**src/rtl/dsc_pkg.sv**
```systemverilog
`timescale 1ns / 1ps

package dsc_pkg;

    // Recognizer states: Q1..Q8, then the two decided states
    typedef enum logic [3:0] {
        ST_Q1  = 4'd0,
        ST_Q2  = 4'd1,
        ST_Q3  = 4'd2,
        ST_Q4  = 4'd3,
        ST_Q5  = 4'd4,
        ST_Q6  = 4'd5,
        ST_Q7  = 4'd6,
        ST_Q8  = 4'd7,
        ST_ACC = 4'd8,
        ST_REJ = 4'd9
    } rec_state_t;

    typedef enum logic [1:0] {
        VD_PENDING  = 2'd0,
        VD_ACCEPTED = 2'd1,
        VD_REJECTED = 2'd2
    } verdict_t;

    // Single operator held open until the next character shows whether it pairs up
    typedef enum logic [1:0] {
        OP_MINUS = 2'd0,
        OP_PLUS  = 2'd1,
        OP_LT    = 2'd2,
        OP_GT    = 2'd3
    } pend_op_t;

    // Per-character answer handed from the core to the output stage
    typedef struct packed {
        verdict_t verdict;
        logic     final_res;
    } dsc_result_t;

endpackage

```
**src/rtl/dsc_core.sv**
```systemverilog
`timescale 1ns / 1ps

module dsc_core (
    input  logic                aclk,
    input  logic                aresetn,
    input  logic                in_accept,
    input  logic [7:0]          ch,
    input  logic                last,
    output dsc_pkg::dsc_result_t result
);
    import dsc_pkg::*;

    typedef enum logic [2:0] {
        TK_IDLE = 3'd0,
        TK_WORD = 3'd1,
        TK_NUM  = 3'd2,
        TK_STR  = 3'd3,
        TK_OP   = 3'd4
    } tok_kind_t;

    typedef enum logic [3:0] {
        C_TYPE, C_BOOL, C_WORD, C_NUMD, C_NUMDOTV, C_DOT, C_STR, C_STROPEN,
        C_SEMI, C_COMMA, C_LBR, C_RBR, C_EQ, C_OP, C_END, C_BAD
    } tclass_t;

    typedef struct packed {
        logic [2:0] len;
        logic [9:0] cand;
    } word_t;

    localparam logic [9:0] CAND_ALL = 10'h3FF;
    localparam logic [2:0] LEN_MAX  = 3'd7;

    // number flags: bit0 began with '.', bit1 dot seen, bit2 digit seen
    localparam int NF_DOTSTART = 0;
    localparam int NF_DOT      = 1;
    localparam int NF_DIGIT    = 2;

    localparam logic [7:0] KW_TEXT [10][8] = '{
        '{0:"i", 1:"n", 2:"t", default:8'h00},
        '{0:"f", 1:"l", 2:"o", 3:"a", 4:"t", default:8'h00},
        '{0:"c", 1:"h", 2:"a", 3:"r", default:8'h00},
        '{0:"s", 1:"t", 2:"r", 3:"i", 4:"n", 5:"g", default:8'h00},
        '{0:"b", 1:"o", 2:"o", 3:"l", default:8'h00},
        '{0:"d", 1:"o", 2:"u", 3:"b", 4:"l", 5:"e", default:8'h00},
        '{0:"l", 1:"o", 2:"n", 3:"g", default:8'h00},
        '{0:"s", 1:"h", 2:"o", 3:"r", 4:"t", default:8'h00},
        '{0:"t", 1:"r", 2:"u", 3:"e", default:8'h00},
        '{0:"f", 1:"a", 2:"l", 3:"s", 4:"e", default:8'h00}
    };
    localparam logic [2:0] KW_LEN [10] = '{
        3'd3, 3'd5, 3'd4, 3'd6, 3'd4, 3'd6, 3'd4, 3'd5, 3'd4, 3'd5
    };

    rec_state_t rs_reg, rs_next;
    tok_kind_t  tk_reg, tk_next;
    pend_op_t   po_reg, po_next;
    logic [2:0] wl_reg, wl_next;
    logic [9:0] kc_reg, kc_next;
    logic [2:0] nf_reg, nf_next;

    function automatic logic is_done(input rec_state_t s);
        return (s == ST_ACC) || (s == ST_REJ);
    endfunction

    function automatic rec_state_t feed(input rec_state_t s, input tclass_t t);
        rec_state_t n;
        logic       num;
        n   = ST_REJ;
        num = (t == C_NUMD) || (t == C_NUMDOTV);
        if (is_done(s)) begin
            n = s;
        end else if (t == C_END) begin
            n = (s == ST_Q4) ? ST_ACC : ST_REJ;
        end else if (t != C_BAD) begin
            case (s)
                ST_Q1: if (t == C_TYPE) n = ST_Q2;
                ST_Q2: if (t != C_NUMD) n = ST_Q3;
                ST_Q3: begin
                    if (t == C_SEMI) n = ST_Q4;
                    else if (t == C_COMMA) n = ST_Q2;
                    else if (t == C_LBR) n = ST_Q5;
                    else if (t == C_EQ) n = ST_Q8;
                end
                ST_Q4: if (t == C_TYPE) n = ST_Q2;
                ST_Q5: if (num) n = ST_Q6;
                ST_Q6: if (t == C_RBR) n = ST_Q7;
                ST_Q7: begin
                    if (t == C_SEMI) n = ST_Q4;
                    else if (t == C_COMMA) n = ST_Q2;
                end
                ST_Q8: if (t == C_BOOL || num || t == C_STR) n = ST_Q7;
                default: n = ST_REJ;
            endcase
        end
        return n;
    endfunction

    // Narrow the keyword candidates by one letter; past seven letters none survive
    function automatic word_t word_char(input word_t w, input logic [7:0] c);
        word_t r;
        r.len  = w.len;
        r.cand = '0;
        if (w.len < LEN_MAX) begin
            for (int k = 0; k < 10; k++) begin
                if (w.cand[k] && (w.len < KW_LEN[k]) && (KW_TEXT[k][w.len] == c))
                    r.cand[k] = 1'b1;
            end
            r.len = w.len + 3'd1;
        end
        return r;
    endfunction

    function automatic tclass_t word_class(input word_t w);
        logic [9:0] hit;
        for (int k = 0; k < 10; k++)
            hit[k] = w.cand[k] && (KW_LEN[k] == w.len);
        if (|hit[7:0]) return C_TYPE;
        if (|hit[9:8]) return C_BOOL;
        return C_WORD;
    endfunction

    function automatic tclass_t num_class(input logic [2:0] nf);
        if (!nf[NF_DOTSTART]) return C_NUMD;
        return nf[NF_DIGIT] ? C_NUMDOTV : C_DOT;
    endfunction

    // Close whatever token is open and hand it to the recognizer
    function automatic rec_state_t close_feed(input rec_state_t s, input tok_kind_t tk,
                                              input word_t w, input logic [2:0] nf);
        rec_state_t n;
        case (tk)
            TK_WORD: n = feed(s, word_class(w));
            TK_NUM:  n = feed(s, num_class(nf));
            TK_STR:  n = feed(s, C_STROPEN);
            TK_OP:   n = feed(s, C_OP);
            default: n = s;
        endcase
        return n;
    endfunction

    always_comb begin
        rec_state_t s;
        tok_kind_t  tk;
        pend_op_t   po;
        word_t      w;
        logic [2:0] nf;
        logic       used;
        logic       lower;
        logic       digit;
        logic [7:0] partner;

        s       = rs_reg;
        tk      = tk_reg;
        po      = po_reg;
        w.len   = wl_reg;
        w.cand  = kc_reg;
        nf      = nf_reg;
        used    = 1'b0;
        lower   = (ch >= "a") && (ch <= "z");
        digit   = (ch >= "0") && (ch <= "9");
        case (po_reg)
            OP_MINUS: partner = "-";
            OP_PLUS:  partner = "+";
            default:  partner = "=";
        endcase

        if (!is_done(s)) begin
            case (tk)
                TK_WORD: begin
                    if (lower || digit) begin
                        w    = word_char(w, ch);
                        used = 1'b1;
                    end else begin
                        s  = close_feed(s, tk, w, nf);
                        tk = TK_IDLE;
                    end
                end
                TK_NUM: begin
                    if (digit) begin
                        nf[NF_DIGIT] = 1'b1;
                        used         = 1'b1;
                    end else if (ch == "." && !nf[NF_DOT]) begin
                        nf[NF_DOT] = 1'b1;
                        used       = 1'b1;
                    end else begin
                        s  = close_feed(s, tk, w, nf);
                        tk = TK_IDLE;
                    end
                end
                TK_STR: begin
                    if (ch == "\"") begin
                        tk = TK_IDLE;
                        s  = feed(s, C_STR);
                    end
                    used = 1'b1;
                end
                TK_OP: begin
                    used = (ch == partner);
                    s    = close_feed(s, tk, w, nf);
                    tk   = TK_IDLE;
                end
                default: ;
            endcase

            if (!used && !is_done(s)) begin
                if (ch == " ") begin
                    // separator only
                end else if (ch == "\"") begin
                    tk = TK_STR;
                end else if (lower) begin
                    tk     = TK_WORD;
                    w.len  = 3'd0;
                    w.cand = CAND_ALL;
                    w      = word_char(w, ch);
                end else if (digit || ch == ".") begin
                    tk = TK_NUM;
                    nf = digit ? 3'b100 : 3'b011;
                end else if (ch == "-") begin
                    tk = TK_OP;
                    po = OP_MINUS;
                end else if (ch == "+") begin
                    tk = TK_OP;
                    po = OP_PLUS;
                end else if (ch == "<") begin
                    tk = TK_OP;
                    po = OP_LT;
                end else if (ch == ">") begin
                    tk = TK_OP;
                    po = OP_GT;
                end else if (ch == ";") begin
                    s = feed(s, C_SEMI);
                end else if (ch == ",") begin
                    s = feed(s, C_COMMA);
                end else if (ch == "[") begin
                    s = feed(s, C_LBR);
                end else if (ch == "]") begin
                    s = feed(s, C_RBR);
                end else if (ch == "=") begin
                    s = feed(s, C_EQ);
                end else if (ch == "(" || ch == ")" || ch == "*" || ch == "/") begin
                    s = feed(s, C_OP);
                end else if (ch == "$") begin
                    s = feed(s, C_END);
                end else begin
                    s = feed(s, C_BAD);
                end
            end

            if (last && !is_done(s)) begin
                s  = close_feed(s, tk, w, nf);
                tk = TK_IDLE;
                s  = feed(s, C_END);
            end
        end

        if (is_done(s)) begin
            result.verdict   = (s == ST_ACC) ? VD_ACCEPTED : VD_REJECTED;
            result.final_res = 1'b1;
        end else begin
            result.verdict   = VD_PENDING;
            result.final_res = 1'b0;
        end

        if (last) begin
            rs_next = ST_Q1;
            tk_next = TK_IDLE;
            po_next = OP_MINUS;
            wl_next = 3'd0;
            kc_next = CAND_ALL;
            nf_next = 3'd0;
        end else begin
            rs_next = s;
            tk_next = tk;
            po_next = po;
            wl_next = w.len;
            kc_next = w.cand;
            nf_next = nf;
        end
    end

    always_ff @(posedge aclk) begin
        if (!aresetn) begin
            rs_reg <= ST_Q1;
            tk_reg <= TK_IDLE;
            po_reg <= OP_MINUS;
            wl_reg <= 3'd0;
            kc_reg <= CAND_ALL;
            nf_reg <= 3'd0;
        end else if (in_accept) begin
            rs_reg <= rs_next;
            tk_reg <= tk_next;
            po_reg <= po_next;
            wl_reg <= wl_next;
            kc_reg <= kc_next;
            nf_reg <= nf_next;
        end
    end

    a_line_end_resets: assert property (@(posedge aclk) disable iff (!aresetn)
        in_accept && last |=> rs_reg == ST_Q1 && tk_reg == TK_IDLE && kc_reg == CAND_ALL)
        else $error("state not cleared after end of line");

    a_idle_holds: assert property (@(posedge aclk) disable iff (!aresetn)
        !in_accept |=> $stable(rs_reg) && $stable(tk_reg))
        else $error("lexer state moved without a transaction");

    a_word_has_letter: assert property (@(posedge aclk) disable iff (!aresetn)
        tk_reg == TK_WORD |-> wl_reg != 3'd0)
        else $error("open word token with zero length");

endmodule
```
**config.mk**
```make
export PLATFORM = sky130hd
export DESIGN_NAME = dsc_core
export DESIGN_NICKNAME = d
export VERILOG_FILES = /design/src/rtl/dsc_pkg.sv /design/src/rtl/dsc_core.sv
export SDC_FILE = /design/constraint.sdc
export NUM_CORES = 1
export LEC_CHECK = 0
export BUFFER_PORTS_ARGS = -buffer_cell sky130_fd_sc_hd__buf_2
export CAP_MARGIN = 10
export CORE_ASPECT_RATIO = 1.5
export CORE_MARGIN = 2
export CORE_UTILIZATION = 40
export CTS_CLUSTER_DIAMETER = 120
export DETAILED_ROUTE_END_ITERATION = 16
export PLACE_DENSITY_LB_ADDON = 0.3
export SYNTH_ARGS = -nofsm -noshare
export SYNTH_HDL_FRONTEND = slang
export SYNTH_SLANG_ARGS = --single-unit
```
**constraint.sdc**
```tcl
create_clock -name aclk -period 5.5 [get_ports aclk]
set_input_delay 0 -clock aclk [delete_from_list [all_inputs] [get_ports aclk]]
set_output_delay 0 -clock aclk [all_outputs]
set_load 0.05 [all_outputs]
```
* Word level (Yosys, flattened, before mapping)
Memory sizes are Yosys's and may differ from the RTL's.
Cells that the tools add are included.
** Storage, ports and cells
- Bits in registers :: 25
- ROM bits :: 640
- Input port bits :: 12
- Word-level logic and storage cells :: 517
- Memories kept :: 10
** Memories
- (name not given) :: depth 8, bits a word 8, read ports 1, clocked after memory_dff 0, wr ports 0, line dsc_core.sv:106 : if (w.cand[k] && (w.len < KW_LEN[k]) && (KW_TEXT[k][w.len] == c))
- (name not given) :: depth 8, bits a word 8, read ports 1, clocked after memory_dff 0, wr ports 0, line dsc_core.sv:106
- (name not given) :: depth 8, bits a word 8, read ports 1, clocked after memory_dff 0, wr ports 0, line dsc_core.sv:106
- (name not given) :: depth 8, bits a word 8, read ports 1, clocked after memory_dff 0, wr ports 0, line dsc_core.sv:106
- (name not given) :: depth 8, bits a word 8, read ports 1, clocked after memory_dff 0, wr ports 0, line dsc_core.sv:106
- (name not given) :: depth 8, bits a word 8, read ports 1, clocked after memory_dff 0, wr ports 0, line dsc_core.sv:106
- 4 more memories
** Operators by class
- Add/subtract/negate cells :: 1
- Magnitude comparators :: 10
- Eq/ne operators :: 136
- Mux-type cells :: 263
- Bitwise logic cells :: 1
- Reductions and logical operators :: 90
** Operator list (count)
- $mux W4 :: 119
- $mux W8 :: 20
- $eq A4 B4 Y1 const B :: 34
- $eq A8 B6 Y1 const B :: 15
- $mux W13 :: 9
- $pmux W4 S7 :: 4
- $eq A8 B8 Y1 :: 11
- $mux W3 :: 28
- $eq A4 B3 Y1 const B :: 18
- $eq A7 B8 Y1 const A :: 8
- $mux W1 :: 58
- $pmux W4 S2 :: 6
- $logic_and A1 B1 Y1 :: 45
- $eq A4 B2 Y1 const B :: 11
- $eq A4 B1 Y1 const B :: 7
- $mux W2 :: 13
- $logic_not A4 Y1 :: 6
- $logic_or A1 B1 Y1 :: 22
- $eq A3 B3 Y1 const A :: 6
- $eq A8 B7 Y1 const B :: 2
- $ne A4 B2 Y1 const B :: 4
- $ne A4 B4 Y1 const B :: 4
- $pmux W4 S4 :: 1
- $reduce_or A8 Y1 :: 2
- other kinds (27) :: 48

* Logic depth before layout (Yosys ltp)
Gate-level depths: netlist (run 1).
- Word-level depth :: 82
- Depth in mapped cells :: 20
- Gate-level depth less buffers :: 15

* Worst setup path before layout (run 1)
OpenSTA, ideal clock, no wires.
- Path kind :: reg-to-output
- Start :: register wl_reg[0]
- End :: output port result[2] in the netlist's numbering
- Data arrival time :: 4.445 ns
- Required time :: 5.500 ns
- Slack :: 1.055 ns
- Cell stages (with the launch flop) :: 18
- Buffers on the path :: 4
- Cells stage by stage :: dfxtp_1 > clkbuf_1 > inv_1 > ha_1 > clkbuf_1 > o21a_1 > a221o_1 > o2111a_1 > o211ai_1 > clkbuf_1 > buf_4 > nor2_1 > a221oi_1 > a22o_1 > nand2_1 > or2_1 > nand2b_1 > and3_1
** RTL lines
- from (decl) :: line dsc_core.sv:58 : logic [2:0] wl_reg, wl_next;
- from (signal assigned) :: line dsc_core.sv:294 : wl_reg <= wl_next;
- to (decl) :: line dsc_core.sv:9 : output dsc_pkg::dsc_result_t result

==> run summary, run 1 <==
Critical Path AT -> 5.21 ns
Worst-path clk slew -> 0.06 ns
WP data required -> 5.50 ns
Ys Warns -> 0
Hold WS -> 0.1332 ns
Finished Core Util -> 41.79%
WS Path Type -> flop to primary output
Synth area leaders -> dfxtp_1 (13%), nor2_1 (4.3%), nand2_1 (4.0%), xnor2_1 (4.0%), a21oi_1 (4.0%)
DR iter-0 viols -> 325
grt total ovfl -> 0
Starting Density -> 40.70%
Worst Max-Slew Pin Slew -> 1.223 ns
Post-synth EDFFs -> 0
wire per inst -> 21.66 um
Max Cap Violations -> 0
layout cells sized above 1 -> 8.550%
DRC viols -> 0
area share of the largest cell type after synthesis -> 12.76%
Gate Count Post-Synth -> 567
Fmax -> 192.0 MHz
Post-layout nets -> 559
Max VDD drop -> 0.1302 mV
critical path's most frequent cell -> and3_1
Synth Cell Area -> 0.003921 mm^2
number of buffers created by CTS -> 3
total setup buffers inserted after CTS -> 0
Die ar. -> 0.01063 mm^2
fin crit share -> 94.68%
Reg power frac -> 34.2%
clock power share -> 29.4%
switching part of the total -> 37.19%
commonest non-fill, non-tap cell in the layout -> nor2_1
crit path launch type -> flop
asr flop ratio synth -> 0%
vias -> 4422
RSZ-0062 raised after global routing -> false
Avg Cell Area, Syn -> 6.916 um^2
IO Pins -> 15
P_sw -> 206.2 uW
setup violators final -> 0
total negative setup slack -> 0 ns
fill cell count -> 1033
worst-skew pair later-pin latency -> 0.26 ns
Post-Syn Nets -> 587
hpwl dp -> 10680 um
outcome -> finished clean
P_leak -> 1.314 nW
Die Wd -> 84.84 um
CP Max Fanout -> 13
Seq/Total Area, Yosys -> 12.76%
ys flop type -> dfxtp_1
vias in the first global route -> 4199
Synth area leader -> dfxtp_1
Die Span Y -> 125.3 um
critical-path cell list -> inv_1, ha_1, o21a_1, a211o_1, o21bai_1, o221ai_1, nor3_4, buf_4, nor4_1, a221oi_1, a22o_1, nand2_1, or2_1, and3_1, nand4_1, and3_1, buf_2
Detailed Routing Iterations Pass 1 -> 7
Final Max Tran Viols -> 0
fin crit period -> 5.207 ns
crit end category -> primary output
GR Util All Layers -> 26.19%
hold_sp -> aresetn
Worst Hold Path EP -> kc_reg[1]
clk root buf -> clkbuf_16
routed vias/inst -> 6.772
final std cells w/o fill -> 653
# resized after CTS -> 0
Tot Pwr -> 554.5 uW
initial antenna violation count -> 0
Synth Register Bits -> 25
largest net degree at the start of global routing -> 38
Port Buf Inserts -> 14
placed cells -> 649
DRT Wirelength -> 14140 um
Core Region -> 0.009634 mm^2
clk sinks -> 25
synth-to-layout area growth -> 2.680%
max reg flops -> 10
Netlist cell types -> 86
Critical R2R Capture -> kc_reg[9]
Rows -> 44
WHS Path Cells -> 2
Hold Vio Cnt, Final -> 0
# diodes -> 0
clk buf depth -> 2
# hold bufs at CTS -> 0
Min-Delay Path Class -> primary input to flop
Worst R2R Path Depth -> 12
first-pass GRT wire length -> 22490 um
Setup Skew -> 0.008584 ns
most frequent cells in the layout -> nor2_1 (45), nand2_1 (42), a21oi_1 (31), o21ai_0 (31), dfxtp_1 (25)
slew margin rel. -> 17.91%
power per cell area -> 137.7 mW/mm^2
reg2reg start -> wl_reg[0]
CTS tree -> yes
Logic pwr share -> 36.4%
internal power -> 348.3 uW
CTS H-Tree Depth -> 1
Routability Congestion -> 0.9501
Antenna Nets Post-Route -> 0
Largest stage delay, worst path -> 0.61 ns
reg-to-reg slack, setup -> 1.15 ns
slowest CP cell -> dfxtp_1
metal layers:
layer,up-vias,track usage (%),wire length (um)
met4,0,14.66,1028
met5,-,0,0
met3,70,2.442,621
met2,182,47.66,7201
li1,2067,-,-
met1,2103,29.20,5289
cell usage after synthesis (all sizes together), types with 8 or more instances:
library cell,count
nand2,43
o21ai,38
dfxtp,25
nor2b,14
buf,24
inv,15
and3,9
xnor2,18
nor4,14
nand3,15
xor2,16
nor2,45
ha,8
clkbuf,32
a31oi,13
nand2b,17
nor3,23
or3,10
o211ai,9
a21oi,31
power groups by stage:
stage	clock network (mW)	logic, mW	registers [mW]
after global routing	0.172	0.220	0.190
after CTS	0.167	0.198	0.189
after global placement	0	0.197	0.193
after detailed placement	0	0.198	0.193
after floorplan	0	0.157	0.190
final	0.163	0.202	0.190
cell families (layout without fill, tap and decap cells):
kind of cell / Yosys count / after routing / synth area share [%]
and+or+nand+nor: 243 / 243 / 35.29
AOI/OAI and AO/OA: 182 / 182 / 32.71
buffers and inverters: 71 / 42 / 7.945
xor gates and xnor gates: 34 / 34 / 7.594
DFF: 25 / 25 / 12.76
adders and majority gates: 8 / 8 / 2.553
muxes: 4 / 4 / 1.149
metrics by stage:
stage | setup slack, ns | instance area [um^2]
2_1_floorplan | 1.055 | 3921
3_3_place_gp | 0.6203 | 3948
3_5_place_dp | 0.6362 | 3948
4_1_cts | 0.3424 | 4026
5_1_grt | 0.009067 | 4026
6_report | 0.2927 | 4026
critical path, delay by kind of cell (launching register included):
family	cells	cell delay (ns)
buf+inv	3	0.77
flops	1	0.61
simple gates	7	1.35
compound gates	6	1.78
fa+ha+maj	1	0.43
worst max-delay path by stage:
| stage | slack (ns) | to | from | cells past startpoint |
|---|---|---|---|---|
| after global routing | 0.009 | result[2] | wl_reg[0] | 17 |
| final | 0.29 | result[2] | wl_reg[0] | 17 |
| after CTS | 0.34 | result[2] | wl_reg[0] | 17 |
| after floorplan | 1.06 | result[2] | wl_reg[0] | 17 |
| after detailed placement | 0.64 | result[2] | wl_reg[0] | 17 |
| after global placement | 0.62 | result[2] | wl_reg[0] | 17 |
layout make-up:
| type | instances | area [um^2] | area share [%] |
|---|---|---|---|
| Multi-Input combinational cell | 471 | 3109 | 77.22 |
| Sequential cell | 25 | 500.5 | 12.43 |
| Tap cell | 115 | 143.9 | 3.574 |
| Timing Repair Buffer | 23 | 137.6 | 3.418 |
| Clock buffer | 4 | 78.83 | 1.958 |
| Inverter | 15 | 56.30 | 1.398 |
Power figures use the tool's default switching activity.
==> run 2: changes to the inputs <==
- RECOVER_POWER: default -> 100
==> run 2 against run 1 <==
Compared with the run above:
- combinational power barely moved
- power decreased by 0.20%
- die area did not move
- largest power group unchanged
- clock skew hardly changed
- highest routed layer unchanged
- count of clock-buffer cells in the layout is the same
- non-clock buffer count unchanged
- register-to-register slack got worse by 0.05 ns
- fmax rose by 0.97%
- via count is 0.14% lower
- final area down 0.22%
- largest cell class unchanged
- first-iteration DRC count grew 1.8%
==> run summary, run 2 (synthesis results as in run 1) <==
Antenna Nets Post-Route -> 0 (unchanged)
routed vias/inst -> 6.763 (was 6.772)
commonest non-fill, non-tap cell in the layout -> nor2_1 (unchanged)
Die ar. -> 0.01063 mm^2 (unchanged)
fin crit period -> 5.157 ns (was 5.207 ns)
Crit path buffers/inverters -> 3 (unchanged)
RSZ-0062 raised after global routing -> false (unchanged)
grt total ovfl -> 0 (unchanged)
Die Wd -> 84.84 um (unchanged)
Rows -> 44 (unchanged)
hpwl dp -> 10680 um (unchanged)
CTS H-Tree Depth -> 1 (unchanged)
Max Cap Violations -> 0 (unchanged)
layout cells sized above 1 -> 7.993% (was 8.550%)
multi-input logic area -> 0.003105 mm^2 (was 0.003109 mm^2)
DR iter-0 viols -> 331 (was 325)
first-pass GRT wire length -> 22490 um (unchanged)
Fmax -> 193.9 MHz (was 192.0 MHz)
P_leak -> 1.306 nW (was 1.314 nW)
initial antenna violation count -> 0 (unchanged)
Routability Congestion -> 0.9501 (unchanged)
synth-to-layout area growth -> 2.457% (was 2.680%)
CTS tree -> yes (unchanged)
Largest stage delay, worst path -> 0.61 ns (about the same)
FF+latch area -> 500.5 um^2 (unchanged)
clk buf depth -> 2 (unchanged)
vias in the first global route -> 4199 (unchanged)
number of buffers created by CTS -> 3 (unchanged)
IO Pins -> 15 (unchanged)
Worst-path clk slew -> 0.06 ns (about the same)
Tot Pwr -> 553.4 uW (was 554.5 uW)
Port Buf Inserts -> 14 (unchanged)
critical path's most frequent cell -> and3_1 (unchanged)
Setup Skew -> 0.008202 ns (was 0.008584 ns)
crit path launch type -> flop (unchanged)
largest net degree at the start of global routing -> 38 (unchanged)
Detailed Routing Iterations Pass 1 -> 5 (was 7)
max reg flops -> 10 (unchanged)
Critical Path AT -> 5.16 ns (was 5.21 ns)
fill cell count -> 1037 (was 1033)
# hold bufs at CTS -> 0 (unchanged)
Post-layout nets -> 559 (unchanged)
setup violators final -> 0 (unchanged)
fin crit share -> 93.77% (was 94.68%)
wire per inst -> 21.61 um (was 21.66 um)
DRT Wirelength -> 14110 um (was 14140 um)
critical-path cell list -> inv_1, ha_1, o21a_1, a211o_1, o21bai_1, o221ai_1, nor3_4, buf_4, nor4_1, a221oi_1, a22o_1, nand2_1, or2_1, and3_1, nand4_1, and3_1, buf_2 (unchanged)
power per cell area -> 137.7 mW/mm^2 (about the same)
outcome -> finished clean (unchanged)
total negative setup slack -> 0 ns (unchanged)
Starting Density -> 40.70% (unchanged)
clk sinks -> 25 (unchanged)
CP delay by family, top -> compound AO/OA/AOI/OAI gates (unchanged)
most frequent cells in the layout -> nor2_1 (45), nand2_1 (42), a21oi_1 (31), o21ai_0 (31), dfxtp_1 (25) (unchanged)
crit end category -> primary output (unchanged)
Min-Delay Path Class -> primary input to flop (unchanged)
Hold Vio Cnt, Final -> 0 (unchanged)
Die Span Y -> 125.3 um (unchanged)
WP data required -> 5.50 ns (about the same)
# diodes -> 0 (unchanged)
Core Region -> 0.009634 mm^2 (unchanged)
total setup buffers inserted after CTS -> 0 (unchanged)
GR Util All Layers -> 26.19% (unchanged)
WS Path Type -> flop to primary output (unchanged)
DRC viols -> 0 (unchanged)
Max VDD drop -> 0.1301 mV (was 0.1302 mV)
# resized after CTS -> 0 (unchanged)
Final Max Tran Viols -> 0 (unchanged)
slowest CP cell -> dfxtp_1 (unchanged)
slew margin rel. -> 21.30% (was 17.91%)
worst-skew pair later-pin latency -> 0.26 ns (about the same)
vias -> 4416 (was 4422)
Worst Max-Slew Pin Slew -> 1.173 ns (was 1.223 ns)
clk root buf -> clkbuf_16 (unchanged)
CP Max Fanout -> 13 (unchanged)
==> run 2: path summary, 6_finish.rpt <==
path	start	end	slack [ns]	cells after the start
setup / recovery	wl_reg[0]	result[2]	0.34	17
hold / removal	aresetn	kc_reg[1]	0.13	2
setup reg to reg	wl_reg[0]	kc_reg[2]	1.10	13
hold reg to reg	nf_reg[2]	nf_reg[2]	0.48	2
==> run 2: final cells by class <==
cell class,instances,area share (%)
clock buffer,4,1.962
inverter,15,1.401
multi-input combinational,471,77.30
sequential,25,12.46
tap,115,3.581
timing repair buffer,23,3.301
==> run 2: where the power goes <==
part	switching, mW	leakage, nW	internal [mW]
Sequential	0.00546	0.202	0.184
Clock	0.0636	0.0382	0.0991
Combinational	0.137	1.07	0.0642
==> run 2: stage by stage <==
stage               worst slack, ns  hold WS, ns  instance area, um^2  instances  util (%)
global placement             0.6203       0.3865                 3948        649     40.97
detailed placement           0.6362       0.3901                 3948        649     40.97
global route               0.009070       0.1600                 4018        653     41.70
finish                       0.3428       0.1342                 4018        653     41.70
CTS                          0.3424       0.1248                 4026        653     41.79
floorplan                     1.055       0.1538                 3921        567         -
==> run 2: layer usage <==
metal,wire length [um],track usage (%),vias up
met4,926,14.66,0
met2,7258,47.66,177
li1,-,-,2066
met5,0,0,-
met3,584,2.442,56
met1,5343,29.20,2117
==> run 3: changes to the inputs <==
- CORE_ASPECT_RATIO: 1.5 -> default
- CORE_MARGIN: 2 -> 1.5
- RECOVER_POWER: 100 -> default
==> run 3 against run 2 <==
Compared with the run above:
- global-route usage fell by 2.5 points
- clock power fell by 36%
- via count decreased by 0.54%
- hold slack got worse by 0.035 ns
- critical endpoint unchanged
==> run summary, run 3 (synthesis results as in run 1) <==
largest net degree at the start of global routing -> 38 (unchanged)
Worst Max-Slew Pin Slew -> 1.028 ns (was 1.173 ns)
slew margin rel. -> 31.00% (was 21.30%)
Crit path depth -> 17 (unchanged)
DRT Wirelength -> 12320 um (was 14110 um)
Die ar. -> 0.01041 mm^2 (was 0.01063 mm^2)
WP data required -> 5.50 ns (about the same)
Largest stage delay, worst path -> 0.57 ns (was 0.61 ns)
Fmax -> 198.3 MHz (was 193.9 MHz)
IO Pins -> 15 (unchanged)
Setup Skew -> 0.004061 ns (was 0.008202 ns)
crit end category -> primary output (unchanged)
Core Region -> 0.009371 mm^2 (was 0.009634 mm^2)
clk buf depth -> 2 (unchanged)
vias in the first global route -> 3770 (was 4199)
worst-skew pair later-pin latency -> 0.26 ns (about the same)
CP delay by family, top -> compound AO/OA/AOI/OAI gates (unchanged)
Post-layout nets -> 557 (was 559)
FF+latch area -> 501.7 um^2 (was 500.5 um^2)
reg2reg start -> wl_reg[0] (unchanged)
top sig layer -> met4 (unchanged)
fill cell count -> 961 (was 1037)
Max VDD drop -> 0.06209 mV (was 0.1301 mV)
CTS H-Tree Depth -> 1 (unchanged)
Final Max Tran Viols -> 0 (unchanged)
RSZ-0062 raised after global routing -> false (unchanged)
Max Cap Violations -> 0 (unchanged)
clk root buf -> clkbuf_8 (was clkbuf_16)
Critical R2R Capture -> kc_reg[0] (was kc_reg[2])
Detailed Routing Iterations Pass 1 -> 6 (was 5)
total setup buffers inserted after CTS -> 0 (unchanged)
DRC viols -> 0 (unchanged)
P_leak -> 1.290 nW (was 1.306 nW)
multi-input logic area -> 0.003109 mm^2 (was 0.003105 mm^2)
initial antenna violation count -> 0 (unchanged)
fin crit share -> 91.69% (was 93.77%)
Hold WS -> 0.09900 ns (was 0.1342 ns)
hpwl dp -> 9125 um (was 10680 um)
total negative setup slack -> 0 ns (unchanged)
first-pass GRT wire length -> 20010 um (was 22490 um)
vias -> 4392 (was 4416)
Min-Delay Path Class -> primary input to flop (unchanged)
met2 WL -> 5159 um (was 7258 um)
reg-to-reg slack, setup -> 1.32 ns (was 1.10 ns)
clk sinks -> 25 (unchanged)
layout cells sized above 1 -> 8.396% (was 7.993%)
number of buffers created by CTS -> 3 (unchanged)
Rows -> 35 (was 44)
outcome -> finished clean (unchanged)
commonest non-fill, non-tap cell in the layout -> nor2_1 (unchanged)
Antenna Nets Post-Route -> 0 (unchanged)
grt total ovfl -> 0 (unchanged)
Hold Vio Cnt, Final -> 0 (unchanged)
Worst R2R Path Depth -> 12 (was 13)
most frequent cells in the layout -> nor2_1 (45), nand2_1 (42), a21oi_1 (31), o21ai_0 (31), dfxtp_1 (24) (was nor2_1 (45), nand2_1 (42), a21oi_1 (31), o21ai_0 (31), dfxtp_1 (25))
synth-to-layout area growth -> 1.914% (was 2.457%)
slowest CP cell -> a41oi_1 (was dfxtp_1)
setup violators final -> 0 (unchanged)
CTS tree -> yes (unchanged)
Routability Congestion -> 1.089 (was 0.9501)
fin crit period -> 5.043 ns (was 5.157 ns)
Critical Path AT -> 5.04 ns (was 5.16 ns)
WS Path Type -> flop to primary output (unchanged)
routed vias/inst -> 6.605 (was 6.763)
Starting Density -> 41.84% (was 40.70%)
# diodes -> 0 (unchanged)
critical-path cell list -> inv_1, ha_1, o21a_1, a211o_1, o21bai_1, o2111a_1, o211ai_1, buf_4, nor4b_1, a221oi_1, a41oi_1, nand2_1, or3b_1, o211ai_1, nand4_1, and3_1, buf_2 (was inv_1, ha_1, o21a_1, a211o_1, o21bai_1, o221ai_1, nor3_4, buf_4, nor4_1, a221oi_1, a22o_1, nand2_1, or2_1, and3_1, nand4_1, and3_1, buf_2)
CP Max Fanout -> 19 (was 13)
Critical Path Source -> wl_reg[0] (unchanged)
Die Wd -> 102.0 um (was 84.84 um)
power per cell area -> 123.0 mW/mm^2 (was 137.7 mW/mm^2)
Port Buf Inserts -> 14 (unchanged)
critical path's most frequent cell -> o211ai_1 (was and3_1)
Tot Pwr -> 491.6 uW (was 553.4 uW)
DR iter-0 viols -> 587 (was 331)
timing endpoint of the critical path -> result[2] (unchanged)
crit path launch type -> flop (unchanged)
DR WL met3 -> 1411 um (was 584 um)
Met1 Wirelength -> 5390 um (was 5343 um)
Worst-path clk slew -> 0.08 ns (was 0.06 ns)
Crit path buffers/inverters -> 3 (unchanged)
max reg flops -> 10 (unchanged)
GR Util All Layers -> 23.66% (was 26.19%)
# resized after CTS -> 0 (unchanged)
Die Span Y -> 102.0 um (was 125.3 um)
wire per inst -> 18.53 um (was 21.61 um)
# hold bufs at CTS -> 0 (unchanged)
## run 3: changes by cell type in the layout (fill, tap and decap cells not counted), sizes merged
| cell | previous run | this run |
|---|---|---|
| clkbuf | 7 | 4 |
| buf | 20 | 21 |
## run 3: power breakdown
part	switching (mW)	internal, mW
clock	0.0531	0.0517
sequential	0.00535	0.184
combinational	0.134	0.0635
total	0.193	0.299
## run 3: final cells by class
type,instances,area share (%)
Clock buffer,4,1.127
Inverter,15,1.409
Multi-Input combinational cell,471,77.80
Sequential cell,25,12.55
Tap cell,129,4.039
Timing Repair Buffer,21,3.068
## run 3: worst min path at each step
stage	slack, ns	cells past startpoint	to	startpoint
after global placement	0.36	2	kc_reg[9]	aresetn
after global routing	0.11	2	kc_reg[9]	aresetn
after CTS	0.09	2	kc_reg[9]	aresetn
after floorplan	0.15	1	nf_reg[1]	aresetn
after detailed placement	0.37	2	kc_reg[9]	aresetn
final	0.1	2	kc_reg[9]	aresetn
## run 3: per-layer routing
layer  vias up  global-route usage [%]
met1      1970                   35.65
met2       310                   33.77
met5         -                       0
li1       2066                       -
met3        46                   3.557
met4         0                   8.325
## run 3: metrics by stage
| stage | std cells | setup WS (ns) | util, % | instance area, um^2 |
|---|---|---|---|---|
| global route | 665 | 0.1605 | 42.64 | 3996 |
| CTS | 665 | 0.2737 | 42.63 | 3995 |
| finish | 665 | 0.4570 | 42.64 | 3996 |
| global placement | 661 | 0.8538 | 42.15 | 3950 |
| floorplan | 567 | 1.055 | - | 3921 |
| detailed placement | 661 | 0.5905 | 42.15 | 3950 |
